--- config.mk ---
export PLATFORM = sky130hd
export DESIGN_NAME = dimmer_level_controller_top
export DESIGN_NICKNAME = d
export VERILOG_FILES = /design/src/hdl/dlc_pkg.sv /design/src/hdl/dlc_csr.sv /design/src/hdl/dlc_engine.sv /design/src/hdl/dlc_rsp_queue.sv /design/src/hdl/dimmer_level_controller_top.sv
export SDC_FILE = /design/constraint.sdc
export NUM_CORES = 1
export LEC_CHECK = 0
export BUFFER_PORTS_ARGS = -buffer_cell sky130_fd_sc_hd__buf_2
export CAP_MARGIN = 40
export CORE_UTILIZATION = 40
export DETAILED_ROUTE_END_ITERATION = 16
export SYNTH_ARGS = -nofsm -noshare
export SYNTH_HDL_FRONTEND = slang
export SYNTH_HIERARCHICAL = 1
export SYNTH_SLANG_ARGS = --single-unit
--- constraint.sdc ---
create_clock -name clock -period 26.3 [get_ports clock]
set_input_delay 3.945 -clock clock [delete_from_list [all_inputs] [get_ports clock]]
set_output_delay 3.945 -clock clock [all_outputs]
set_load 0.05 [all_outputs]
--- src/hdl/dlc_pkg.sv ---
// Shared types, codes, reset values and level helper for the dimmer controller.
package dlc_pkg;

   // Request kinds
   localparam logic [1:0] REQ_LEVEL = 2'd0;
   localparam logic [1:0] REQ_UP    = 2'd1;
   localparam logic [1:0] REQ_DOWN  = 2'd2;
   localparam logic [1:0] REQ_TICK  = 2'd3;

   // Level command codes
   localparam logic [7:0] CMD_OFF    = 8'h00;
   localparam logic [7:0] CMD_ON     = 8'hFF;
   localparam logic [7:0] CMD_TOGGLE = 8'hFE;

   // Report kinds
   localparam logic REPORT_POWER = 1'b0;
   localparam logic REPORT_LEVEL = 1'b1;

   // Register indexes (byte address / 4)
   localparam logic [2:0] REG_MAX_LEVEL    = 3'd0;
   localparam logic [2:0] REG_STEP_SIZE    = 3'd1;
   localparam logic [2:0] REG_DEBOUNCE     = 3'd2;
   localparam logic [2:0] REG_FIRST_REPEAT = 3'd3;
   localparam logic [2:0] REG_NEXT_REPEAT  = 3'd4;

   // Register reset values
   localparam logic [7:0]  MAX_LEVEL_RST    = 8'd100;
   localparam logic [5:0]  STEP_SIZE_RST    = 6'd6;
   localparam logic [15:0] DEBOUNCE_RST     = 16'd30;
   localparam logic [15:0] FIRST_REPEAT_RST = 16'd600;
   localparam logic [15:0] NEXT_REPEAT_RST  = 16'd100;

   // Result queue depth; a tick may push two results at once
   localparam int QUEUE_DEPTH = 4;

   typedef struct packed {
      logic [7:0]  max_level;
      logic [5:0]  step_size;
      logic [15:0] debounce_ticks;
      logic [15:0] first_repeat_ticks;
      logic [15:0] next_repeat_ticks;
   } cfg_type;

   typedef struct packed {
      logic [7:0] drive_level;
      logic       relay_on;
      logic       report_kind;
      logic [7:0] stored_level;
      logic       last;
   } rsp_item_type;

   typedef struct packed {
      logic [1:0]   count;
      rsp_item_type item0;
      rsp_item_type item1;
   } rsp_push_type;

   // Clamp a requested level and drive it; a nonzero drive becomes the stored level.
   function automatic rsp_item_type apply_level(input logic [8:0] lvl,
                                                input logic       relay,
                                                input logic [7:0] max_level,
                                                input logic [7:0] level,
                                                input logic       kind);
      rsp_item_type r;
      logic [8:0]   clamped;
      clamped = (lvl > {1'b0, max_level}) ? {1'b0, max_level} : lvl;
      r.drive_level  = relay ? clamped[7:0] : 8'd0;
      r.relay_on     = relay;
      r.report_kind  = kind;
      r.stored_level = (r.drive_level != 8'd0) ? r.drive_level : level;
      r.last         = 1'b0;
      return r;
   endfunction

endpackage

--- src/hdl/dlc_csr.sv ---
// Configuration register file behind the APB-style port.
module dlc_csr
   import dlc_pkg::*;
(
   input  logic        clock,
   input  logic        reset,
   input  logic        csr_psel,
   input  logic        csr_penable,
   input  logic        csr_pwrite,
   input  logic [4:0]  csr_paddr,
   input  logic [31:0] csr_pwdata,
   output logic [31:0] csr_prdata,
   output logic        csr_pready,
   output cfg_type     cfg
);

   cfg_type    cfg_ff;
   logic       wr_en;
   logic [2:0] reg_idx;

   assign reg_idx    = csr_paddr[4:2];
   assign wr_en      = csr_psel && csr_penable && csr_pwrite;
   assign csr_pready = 1'b1;
   assign cfg        = cfg_ff;

   always_ff @(posedge clock) begin
      if (reset) begin
         cfg_ff.max_level          <= MAX_LEVEL_RST;
         cfg_ff.step_size          <= STEP_SIZE_RST;
         cfg_ff.debounce_ticks     <= DEBOUNCE_RST;
         cfg_ff.first_repeat_ticks <= FIRST_REPEAT_RST;
         cfg_ff.next_repeat_ticks  <= NEXT_REPEAT_RST;
      end else if (wr_en) begin
         case (reg_idx)
            REG_MAX_LEVEL:    cfg_ff.max_level          <= csr_pwdata[7:0];
            REG_STEP_SIZE:    cfg_ff.step_size          <= csr_pwdata[5:0];
            REG_DEBOUNCE:     cfg_ff.debounce_ticks     <= csr_pwdata[15:0];
            REG_FIRST_REPEAT: cfg_ff.first_repeat_ticks <= csr_pwdata[15:0];
            REG_NEXT_REPEAT:  cfg_ff.next_repeat_ticks  <= csr_pwdata[15:0];
            default: ;
         endcase
      end
   end

   always_comb begin
      case (reg_idx)
         REG_MAX_LEVEL:    csr_prdata = {24'd0, cfg_ff.max_level};
         REG_STEP_SIZE:    csr_prdata = {26'd0, cfg_ff.step_size};
         REG_DEBOUNCE:     csr_prdata = {16'd0, cfg_ff.debounce_ticks};
         REG_FIRST_REPEAT: csr_prdata = {16'd0, cfg_ff.first_repeat_ticks};
         REG_NEXT_REPEAT:  csr_prdata = {16'd0, cfg_ff.next_repeat_ticks};
         default:          csr_prdata = 32'd0;
      endcase
   end

endmodule

--- src/hdl/dlc_engine.sv ---
// Input register, dimmer state and the single-pass update that yields up to two results.
module dlc_engine
   import dlc_pkg::*;
(
   input  logic         clock,
   input  logic         reset,
   input  cfg_type      cfg,
   input  logic         req_valid,
   output logic         req_stall,
   input  logic [1:0]   req_type,
   input  logic [7:0]   req_level_cmd,
   input  logic         req_up_held,
   input  logic         req_down_held,
   input  logic         queue_room,
   output rsp_push_type push
);

   // Input register
   logic       in_vld_ff, in_vld_in;
   logic [1:0] in_type_ff;
   logic [7:0] in_cmd_ff;
   logic       in_up_ff, in_dn_ff;
   logic       proc_go, load_in;

   // Dimmer state
   logic [7:0]  level_ff, level_in;
   logic        relay_ff, relay_in;
   logic        first_press_ff, first_press_in;
   logic        up_act_ff, up_act_in;
   logic [15:0] up_cnt_ff, up_cnt_in;
   logic        dn_act_ff, dn_act_in;
   logic [15:0] dn_cnt_ff, dn_cnt_in;

   rsp_item_type item_a, item_b;
   logic         have_a, have_b;
   logic [7:0]   level_mid;
   logic         fp_mid;
   logic [8:0]   up_sum;
   logic [7:0]   step_plus_one;

   assign proc_go   = in_vld_ff && queue_room;
   assign req_stall = in_vld_ff && !queue_room;
   assign load_in   = req_valid && !req_stall;
   assign in_vld_in = load_in || (in_vld_ff && !proc_go);

   assign up_sum        = {1'b0, level_ff} + {3'd0, cfg.step_size};
   assign step_plus_one = {2'd0, cfg.step_size} + 8'd1;

   always_ff @(posedge clock) begin
      if (reset) begin
         in_vld_ff <= 1'b0;
      end else begin
         in_vld_ff <= in_vld_in;
      end
   end

   always_ff @(posedge clock) begin
      if (load_in) begin
         in_type_ff <= req_type;
         in_cmd_ff  <= req_level_cmd;
         in_up_ff   <= req_up_held;
         in_dn_ff   <= req_down_held;
      end
   end

   always_comb begin
      level_in       = level_ff;
      relay_in       = relay_ff;
      first_press_in = first_press_ff;
      up_act_in      = up_act_ff;
      up_cnt_in      = up_cnt_ff;
      dn_act_in      = dn_act_ff;
      dn_cnt_in      = dn_cnt_ff;
      item_a         = '0;
      item_b         = '0;
      have_a         = 1'b0;
      have_b         = 1'b0;
      level_mid      = level_ff;
      fp_mid         = first_press_ff;

      case (in_type_ff)
         REQ_LEVEL: begin
            have_a = 1'b1;
            if (in_cmd_ff == CMD_ON) begin
               relay_in = 1'b1;
               item_a   = apply_level({1'b0, level_ff}, 1'b1, cfg.max_level, level_ff,
                                      REPORT_POWER);
            end else if (in_cmd_ff == CMD_TOGGLE) begin
               relay_in = !relay_ff;
               item_a   = apply_level({1'b0, level_ff}, !relay_ff, cfg.max_level, level_ff,
                                      REPORT_POWER);
            end else if (in_cmd_ff == CMD_OFF) begin
               relay_in = 1'b0;
               item_a   = apply_level(9'd0, 1'b0, cfg.max_level, level_ff, REPORT_POWER);
            end else begin
               relay_in = 1'b1;
               item_a   = apply_level({1'b0, in_cmd_ff}, 1'b1, cfg.max_level, level_ff,
                                      REPORT_LEVEL);
            end
            level_in = item_a.stored_level;
         end
         REQ_UP: begin
            first_press_in = 1'b1;
            up_act_in      = 1'b1;
            up_cnt_in      = cfg.debounce_ticks;
         end
         REQ_DOWN: begin
            first_press_in = 1'b1;
            dn_act_in      = 1'b1;
            dn_cnt_in      = cfg.debounce_ticks;
         end
         REQ_TICK: begin
            // Up timer goes first; the down timer sees its level and first-press
            if (up_act_ff) begin
               if (up_cnt_ff <= 16'd1) begin
                  if (!in_up_ff) begin
                     up_act_in = 1'b0;
                  end else begin
                     if (level_ff < cfg.max_level) begin
                        have_a    = 1'b1;
                        relay_in  = 1'b1;
                        item_a    = apply_level(up_sum, 1'b1, cfg.max_level, level_ff,
                                                REPORT_LEVEL);
                        level_mid = item_a.stored_level;
                     end
                     up_cnt_in = first_press_ff ? cfg.first_repeat_ticks
                                                : cfg.next_repeat_ticks;
                     fp_mid    = 1'b0;
                  end
               end else begin
                  up_cnt_in = up_cnt_ff - 16'd1;
               end
            end
            level_in       = level_mid;
            first_press_in = fp_mid;
            if (dn_act_ff) begin
               if (dn_cnt_ff <= 16'd1) begin
                  if (!in_dn_ff) begin
                     dn_act_in = 1'b0;
                  end else begin
                     if (level_mid > step_plus_one) begin
                        have_b = 1'b1;
                        item_b = apply_level({1'b0, level_mid - {2'd0, cfg.step_size}},
                                             1'b1, cfg.max_level, level_mid, REPORT_LEVEL);
                     end else if (level_mid > 8'd1) begin
                        have_b = 1'b1;
                        item_b = apply_level(9'd1, 1'b1, cfg.max_level, level_mid,
                                             REPORT_LEVEL);
                     end
                     if (have_b) begin
                        relay_in = 1'b1;
                        level_in = item_b.stored_level;
                     end
                     dn_cnt_in      = fp_mid ? cfg.first_repeat_ticks
                                             : cfg.next_repeat_ticks;
                     first_press_in = 1'b0;
                  end
               end else begin
                  dn_cnt_in = dn_cnt_ff - 16'd1;
               end
            end
         end
         default: ;
      endcase

      // Pack results in order and flag the final one
      push = '0;
      if (proc_go) begin
         if (have_a && have_b) begin
            push.count      = 2'd2;
            push.item0      = item_a;
            push.item1      = item_b;
            push.item1.last = 1'b1;
         end else if (have_a) begin
            push.count      = 2'd1;
            push.item0      = item_a;
            push.item0.last = 1'b1;
         end else if (have_b) begin
            push.count      = 2'd1;
            push.item0      = item_b;
            push.item0.last = 1'b1;
         end
      end
   end

   always_ff @(posedge clock) begin
      if (reset) begin
         level_ff       <= MAX_LEVEL_RST;
         relay_ff       <= 1'b0;
         first_press_ff <= 1'b1;
         up_act_ff      <= 1'b0;
         up_cnt_ff      <= 16'd0;
         dn_act_ff      <= 1'b0;
         dn_cnt_ff      <= 16'd0;
      end else if (proc_go) begin
         level_ff       <= level_in;
         relay_ff       <= relay_in;
         first_press_ff <= first_press_in;
         up_act_ff      <= up_act_in;
         up_cnt_ff      <= up_cnt_in;
         dn_act_ff      <= dn_act_in;
         dn_cnt_ff      <= dn_cnt_in;
      end
   end

endmodule

--- src/hdl/dlc_rsp_queue.sv ---
// Small result queue that takes up to two results a cycle and hands out one while rsp_stall is low.
module dlc_rsp_queue
   import dlc_pkg::*;
(
   input  logic         clock,
   input  logic         reset,
   input  rsp_push_type push,
   output logic         queue_room,
   output logic         rsp_valid,
   input  logic         rsp_stall,
   output rsp_item_type rsp_item
);

   localparam int PTR_W = $clog2(QUEUE_DEPTH);
   localparam int CNT_W = $clog2(QUEUE_DEPTH + 1);

   rsp_item_type       mem [QUEUE_DEPTH];
   logic [PTR_W-1:0]   wr_ptr_ff, wr_ptr_in;
   logic [PTR_W-1:0]   rd_ptr_ff, rd_ptr_in;
   logic [CNT_W-1:0]   count_ff, count_in;
   logic [PTR_W-1:0]   wr_next;
   logic               pop;

   assign rsp_valid  = (count_ff != '0);
   assign pop        = rsp_valid && !rsp_stall;
   assign queue_room = (count_ff <= CNT_W'(QUEUE_DEPTH - 2));
   assign rsp_item   = mem[rd_ptr_ff];
   assign wr_next    = wr_ptr_ff + PTR_W'(1);

   assign wr_ptr_in = wr_ptr_ff + PTR_W'(push.count);
   assign rd_ptr_in = rd_ptr_ff + PTR_W'(pop);
   assign count_in  = count_ff + CNT_W'(push.count) - CNT_W'(pop);

   always_ff @(posedge clock) begin
      if (push.count != 2'd0) begin
         mem[wr_ptr_ff] <= push.item0;
      end
      if (push.count == 2'd2) begin
         mem[wr_next] <= push.item1;
      end
   end

   always_ff @(posedge clock) begin
      if (reset) begin
         wr_ptr_ff <= '0;
         rd_ptr_ff <= '0;
         count_ff  <= '0;
      end else begin
         wr_ptr_ff <= wr_ptr_in;
         rd_ptr_ff <= rd_ptr_in;
         count_ff  <= count_in;
      end
   end

endmodule

--- src/hdl/dimmer_level_controller_top.sv ---
// Dimmer level controller: one request per cycle while req_stall is low.
// A request is taken every cycle while the four-entry result queue has two free
// slots. A level command gives one result, a button edge none and a tick up to two
// (up button first), which leave the queue in that order. The request is held in
// an input register, and the state update and result packing are one pass of logic
// into the result queue, so a result passes through the input register and then
// the result queue. Configuration registers sit at byte addresses 0, 4, 8, 12 and 16.
module dimmer_level_controller_top
   import dlc_pkg::*;
(
   input  logic        clock,
   input  logic        reset,
   input  logic        csr_psel,
   input  logic        csr_penable,
   input  logic        csr_pwrite,
   input  logic [4:0]  csr_paddr,
   input  logic [31:0] csr_pwdata,
   output logic [31:0] csr_prdata,
   output logic        csr_pready,
   input  logic        req_valid,
   output logic        req_stall,
   input  logic [1:0]  req_type,
   input  logic [7:0]  req_level_cmd,
   input  logic        req_up_held,
   input  logic        req_down_held,
   output logic        rsp_valid,
   input  logic        rsp_stall,
   output logic [7:0]  rsp_drive_level,
   output logic        rsp_relay_on,
   output logic        rsp_report_kind,
   output logic [7:0]  rsp_stored_level,
   output logic        rsp_last
);

   cfg_type      cfg;
   rsp_push_type push;
   logic         queue_room;
   rsp_item_type rsp_item;

   dlc_csr u_csr (
      .clock       (clock),
      .reset       (reset),
      .csr_psel    (csr_psel),
      .csr_penable (csr_penable),
      .csr_pwrite  (csr_pwrite),
      .csr_paddr   (csr_paddr),
      .csr_pwdata  (csr_pwdata),
      .csr_prdata  (csr_prdata),
      .csr_pready  (csr_pready),
      .cfg         (cfg)
   );

   dlc_engine u_engine (
      .clock         (clock),
      .reset         (reset),
      .cfg           (cfg),
      .req_valid     (req_valid),
      .req_stall     (req_stall),
      .req_type      (req_type),
      .req_level_cmd (req_level_cmd),
      .req_up_held   (req_up_held),
      .req_down_held (req_down_held),
      .queue_room    (queue_room),
      .push          (push)
   );

   dlc_rsp_queue u_rsp_queue (
      .clock      (clock),
      .reset      (reset),
      .push       (push),
      .queue_room (queue_room),
      .rsp_valid  (rsp_valid),
      .rsp_stall  (rsp_stall),
      .rsp_item   (rsp_item)
   );

   assign rsp_drive_level  = rsp_item.drive_level;
   assign rsp_relay_on     = rsp_item.relay_on;
   assign rsp_report_kind  = rsp_item.report_kind;
   assign rsp_stored_level = rsp_item.stored_level;
   assign rsp_last         = rsp_item.last;

endmodule
# Word-level counts from Yosys, hierarchy flattened
# Memories as Yosys holds them, arrays and structs flattened. A register that Yosys moved wholly into a read port is not among the register bits.
# Cells that the tools add are included.
# Widths: inputs -> output; s select.
word_totals:
  elab_cells: 197
  output_inout_bits: 54
  reg_bits: 126
  romBits: 0
  in_bits: 56
  memories: 1
  latch_bits: 0
  mem_bits_rw: 76
mem_list:
  columns: ["memory", "depth", "word_bits", "read_ports", "rd_clocked_by_memory_dff", "wr", "line", "rtl"]
  rows:
  - ["u_rsp_queue.mem", 4, 19, 1, 1, 2, "dlc_rsp_queue.sv:17", "rsp_item_type mem [QUEUE_DEPTH];"]
classes:
  shift: 0
  n_div: 0
  muxes: 100
  n_mul: 0
  n_bitwise: 0
  n_reduce_logical: 41
  order_cmp: 11
  eq_ne: 14
  add_sub_neg: 10
ops:
  columns: ["cell", "count"]
  rows:
  - ["$mux 19", 14]
  - ["$mux 8", 21]
  - ["$mux 16", 8]
  - ["$pmux 16 s5", 1]
  - ["$pmux 16 s2", 2]
  - ["$reduce_bool 8->1", 6]
  - ["$mux 1", 42]
  - ["$mux 21", 2]
  - ["$mux 40", 1]
  - ["$pmux 19 s2", 1]
  - ["$gt 8x8->1", 4]
  - ["$le 16x1->1 const B", 2]
  - ["$sub 16x1->16 const B", 2]
  - ["$mux 20", 1]
  - ["$reduce_and 2->1", 9]
  - ["$eq 8x8->1 const B", 2]
  - ["$pmux 8 s2", 1]
  - ["$pmux 1 s2", 5]
  - ["$reduce_bool 2->1", 5]
  - ["$add 8x6->9", 1]
  - ["$gt 9x8->1", 1]
  - ["$gt 1x8->1 const A", 1]
  - ["$gt 8x1->1 const B", 1]
  - ["$logic_and 1x1->1", 8]
  - ["25 further kinds", 35]

# Longest topological paths before layout
logic_depth:
  ltp_word: 28
  ltp_mapped: 34
  mapped_depth_nobuf: 31

# Modules after synthesis
# Netlist, hierarchy kept.
modules_own_cells:
  columns: ["mod", "area_each_um2", "seq_area_each_um2", "n_inst", "cells_each"]
  rows:
  - ["dlc_engine", 7477.2, 1261.2, 1, 1032]
  - ["dlc_rsp_queue", 4103.9, 2422.3, 1, 230]
  - ["dlc_csr", 3141.8, 1241.2, 1, 324]

# Least setup slack after synthesis
# No wires, ideal clock.
synth_path:
  kind: "in2out"
  from: "in csr_paddr[2]"
  to: "out csr_prdata[10]"
  setup_slack_ps: 16685
  n_path_buf: 3
  t_required_ps: 22355
  arrival_ps: 5670
  stages: 5
  path_cell_list: "buf_6 -> buf_2 -> buf_2 -> mux2i_1 -> o21ai_0"
synth_via:
  elab_chain_len: 2
  word_cells_on_any_way: 6
  classes_between: "eq/ne (4); mux (1); reduce/logical (1)"
synth_rtl:
  columns: ["element", "line", "rtl"]
  rows:
  - ["from (decl)", "dimmer_level_controller_top.sv:16", "input logic [4:0] csr_paddr,"]
  - ["$eq 3x3->1 (tied with other cells)", "dlc_csr.sv:46", "case (reg_idx)"]
  - ["$pmux 16 s5 *", "dlc_csr.sv:46", null]
  - ["to (decl)", "dimmer_level_controller_top.sv:18", "output logic [31:0] csr_prdata,"]
# Mark *: on every way between the ends. The rest lies on a longest branch, timed or not.

==> summary.json <==
{
  "timing.clock.skew": {"value": 0.0109, "unit": "ns"},
  "gp_congestion": {"value": 0.975},
  "postSynth.asyncResetShare": {"value": 0},
  "setup.worst_path.end_class": {"value": "register"},
  "power_density": {"value": 64.3, "unit": "nW/um^2"},
  "grt-ovfl-total": {"value": 0},
  "hpwlAfterDp": {"value": 33100, "unit": "um"},
  "final_net_count": {"value": 1743},
  "antenna_found_initial": {"value": 0},
  "worstPathRequired": {"value": 26.72, "unit": "ns"},
  "tritoncts_clock_tree": {"value": "done"},
  "min-delay-path-class": {"value": "register to register"},
  "layout_min_cycle_time": {"value": 10.40, "unit": "ns"},
  "place.port_buffers": {"value": 74},
  "syn_area": {"value": 14700, "unit": "um^2"},
  "initial_core_util": {"value": 0.410},
  "finalCritPeriodShare": {"value": 0.395},
  "cts_resized": {"value": 0},
  "num_rows": {"value": 69},
  "first_global_vias": {"value": 12200},
  "yosys-top-cells-area": {"value": "sky130_fd_sc_hd__edfxtp_1, sky130_fd_sc_hd__dfxtp_1, sky130_fd_sc_hd__mux2i_1, sky130_fd_sc_hd__mux2_2, sky130_fd_sc_hd__ha_1"},
  "gr_util_all_layers": {"value": 0.239},
  "htreeDepth": {"value": 1},
  "grt_max_degree": {"value": 87},
  "yosys.area.top_type_share": {"value": 0.179},
  "cts_buffers": {"value": 25},
  "detailedRoute.firstPassIterationCount": {"value": 6},
  "maxSlewViolCount": {"value": 0},
  "clk-insertion-delay-late": {"value": 0.55, "unit": "ns"},
  "cp_data_arrival_time": {"value": 10.81, "unit": "ns"},
  "number_of_endpoints_failing_setup_at_the_final_stage": {"value": 0},
  "cts_setup_buffers": {"value": 0},
  "die_w": {"value": 194, "unit": "um"},
  "core": {"value": 35900, "unit": "um^2"},
  "syn_avg_cell_area": {"value": 9.28, "unit": "um^2"},
  "worstMarginPinSlew": {"value": 0.928, "unit": "ns"},
  "area_growth_syn_to_layout": {"value": 10.1, "unit": "%"},
  "synth_edf_count": {"value": 88},
  "clock.fmax": {"value": 96.2, "unit": "MHz"},
  "die_area": {"value": 37600, "unit": "um^2"},
  "drive_above_1_share": {"value": 0.165},
  "layout.filler_cells": {"value": 3474},
  "vias_cell": {"value": 6.07},
  "grt_setup_unrepaired": {"value": "false"},
  "cp-start-kind": {"value": "register"},
  "synthCells": {"value": 1586},
  "drc": {"value": 0},
  "worst-path-max-fanout": {"value": 13},
  "clock_path_buffers": {"value": 3},
  "final_report_hold_violation_count": {"value": 0},
  "timing.setup.tns": {"value": 0, "unit": "ns"},
  "global_route_wire_length_before_repair": {"value": 71100, "unit": "um"},
  "ios": {"value": 110},
  "area_taken_by_multi_input_logic_gates": {"value": 9130, "unit": "um^2"},
  "totalWireLength": {"value": 45800, "unit": "um"},
  "drt-initial-drc-count": {"value": 957},
  "synth_ff_type": {"value": "sky130_fd_sc_hd__dfxtp_1"},
  "pwr_total": {"value": 1.04, "unit": "mW"},
  "cts_hold_buf": {"value": 0},
  "cts.root.buffer_cell": {"value": "sky130_fd_sc_hd__clkbuf_16"},
  "power.static_leakage": {"value": 6.29, "unit": "nW"},
  "slew-limit-headroom": {"value": 0.381},
  "synth_seq_area_share": {"value": 0.334},
  "wl_per_cell": {"value": 21.8, "unit": "um"},
  "total_clock_sinks": {"value": 202},
  "drv_cap": {"value": 0},
  "cp_common_cell": {"value": "sky130_fd_sc_hd__ha_1"},
  "critPathSlowestCell": {"value": "sky130_fd_sc_hd__dfxtp_1"},
  "antenna-diode-count": {"value": 0},
  "die_y": {"value": 194, "unit": "um"},
  "post_synth_num_cell_types": {"value": 92},
  "criticalPathCategory": {"value": "register to register"},
  "yosys_warnings": {"value": 6},
  "vias": {"value": 12700},
  "clk_transition_reported_paths": {"value": 0.06, "unit": "ns"},
  "synthDominantAreaCellType": {"value": "sky130_fd_sc_hd__edfxtp_1"},
  "result_of_the_run": {"value": "finished, final reports clean"},
  "seqCellArea": {"value": 4920, "unit": "um^2"},
  "power.ir.vdd_worst": {"value": 0.0512, "unit": "mV"},
  "synth_seq_cells": {"value": 202},
  "crit_path_max_incr_delay": {"value": 0.70, "unit": "ns"},
  "route.antenna.remaining_nets": {"value": 0}
}
## area by class of cell
type	instances	share of cell area
multi-input combinational	1241	0.563
clock inverter	11	0.00456
sequential	202	0.304
inverter	48	0.0111
tap	461	0.0356
clock buffer	35	0.0415
timing repair buffer	101	0.0398
## report_power, final
group,internal (mW),switching (mW),leakage [nW]
Combinational,0.123,0.246,4.26
Sequential,0.337,0.0140,1.67
Clock,0.180,0.142,0.368
Total,0.640,0.401,6.29
## sequential cells by signal, summed over array words and instances, names as in the netlist
register / count
u_csr/cfg: 62
u_engine/dn_act_ff: 1
u_engine/dn_cnt_ff: 16
u_engine/first_press_ff: 1
u_engine/in_cmd_ff: 8
u_engine/in_dn_ff: 1
u_engine/in_type_ff: 2
u_engine/in_up_ff: 1
u_engine/in_vld_ff: 1
u_engine/level_ff: 8
u_engine/relay_ff: 1
u_engine/up_act_ff: 1
u_engine/up_cnt_ff: 16
u_rsp_queue/count_ff: 3
u_rsp_queue/mem: 76
u_rsp_queue/rd_ptr_ff: 2
u_rsp_queue/wr_ptr_ff: 2
## stage by stage
stage / utilization / cells / cell area (um^2) / hold WS [ns] / setup slack [ns]
floorplan: - / 1601 / 14800 / 0.455 / 16.68
global placement: 0.427 / 2046 / 15300 / 0.472 / 16.28
detailed placement: 0.430 / 2053 / 15500 / 0.481 / 16.19
CTS: 0.451 / 2099 / 16200 / 0.490 / 16.15
global route: 0.451 / 2099 / 16200 / 0.505 / 15.34
finish: 0.451 / 2099 / 16200 / 0.488 / 15.90
## path summary, 6_finish.rpt
check | startpoint | end | slack (ns) | depth (start not counted)
max | u_engine/level_ff[2] | u_rsp_queue/mem[0][4] | 15.90 | 31
min | u_csr/cfg[37] | u_csr/cfg[37] | 0.49 | 2
max reg2reg | u_engine/level_ff[2] | u_rsp_queue/mem[0][4] | 15.90 | 31
min reg2reg | u_csr/cfg[37] | u_csr/cfg[37] | 0.49 | 2
## layer usage
layer | track usage | wire length (um)
met3 | 0.0261 | 2670
met2 | 0.407 | 22000
met1 | 0.306 | 19200
met5 | 0 | 0
met4 | 0.103 | 1860
## critical path: cells and delay by family (launching register included)
kind,cells,cell delay (ns)
adder cells (fa/ha/maj),4,1.40
AND/OR/NAND/NOR,9,2.83
multiplexers,1,0.25
AO/OA/AOI/OAI,15,4.63
buffers and inverters,1,0.30
XOR/XNOR,1,0.12
flip-flops,1,0.70
## layout by cell type, fill, tap and decap left out, types with 33 or more instances in the layout
master	n
sky130_fd_sc_hd__nor3_1	33
sky130_fd_sc_hd__ha_1	64
sky130_fd_sc_hd__nand3_1	36
sky130_fd_sc_hd__dfxtp_1	114
sky130_fd_sc_hd__nand2_1	105
sky130_fd_sc_hd__nand2b_1	83
sky130_fd_sc_hd__inv_1	46
sky130_fd_sc_hd__mux2_2	77
sky130_fd_sc_hd__a21oi_1	88
sky130_fd_sc_hd__o21ai_0	55
sky130_fd_sc_hd__edfxtp_1	88
sky130_fd_sc_hd__buf_2	73
sky130_fd_sc_hd__nor2_1	137
sky130_fd_sc_hd__mux2i_1	96
## cells by family after synthesis
family          share of synthesized area
fa+ha+maj                          0.0593
other cells                      0.000510
mux                                 0.163
simple gates                        0.184
buf+inv                            0.0515
compound gates                      0.182
xor+xnor                           0.0250
flops                               0.334
## Yosys cell counts, drive strengths merged, types with 47 or more instances
cell type  number
a21oi          90
buf            48
clkbuf         62
dfxtp         114
edfxtp         88
ha             65
inv            47
mux2           87
mux2i          96
nand2         106
nand2b         83
nor2          138
o21ai          60
(Power assumes the default switching activity.)
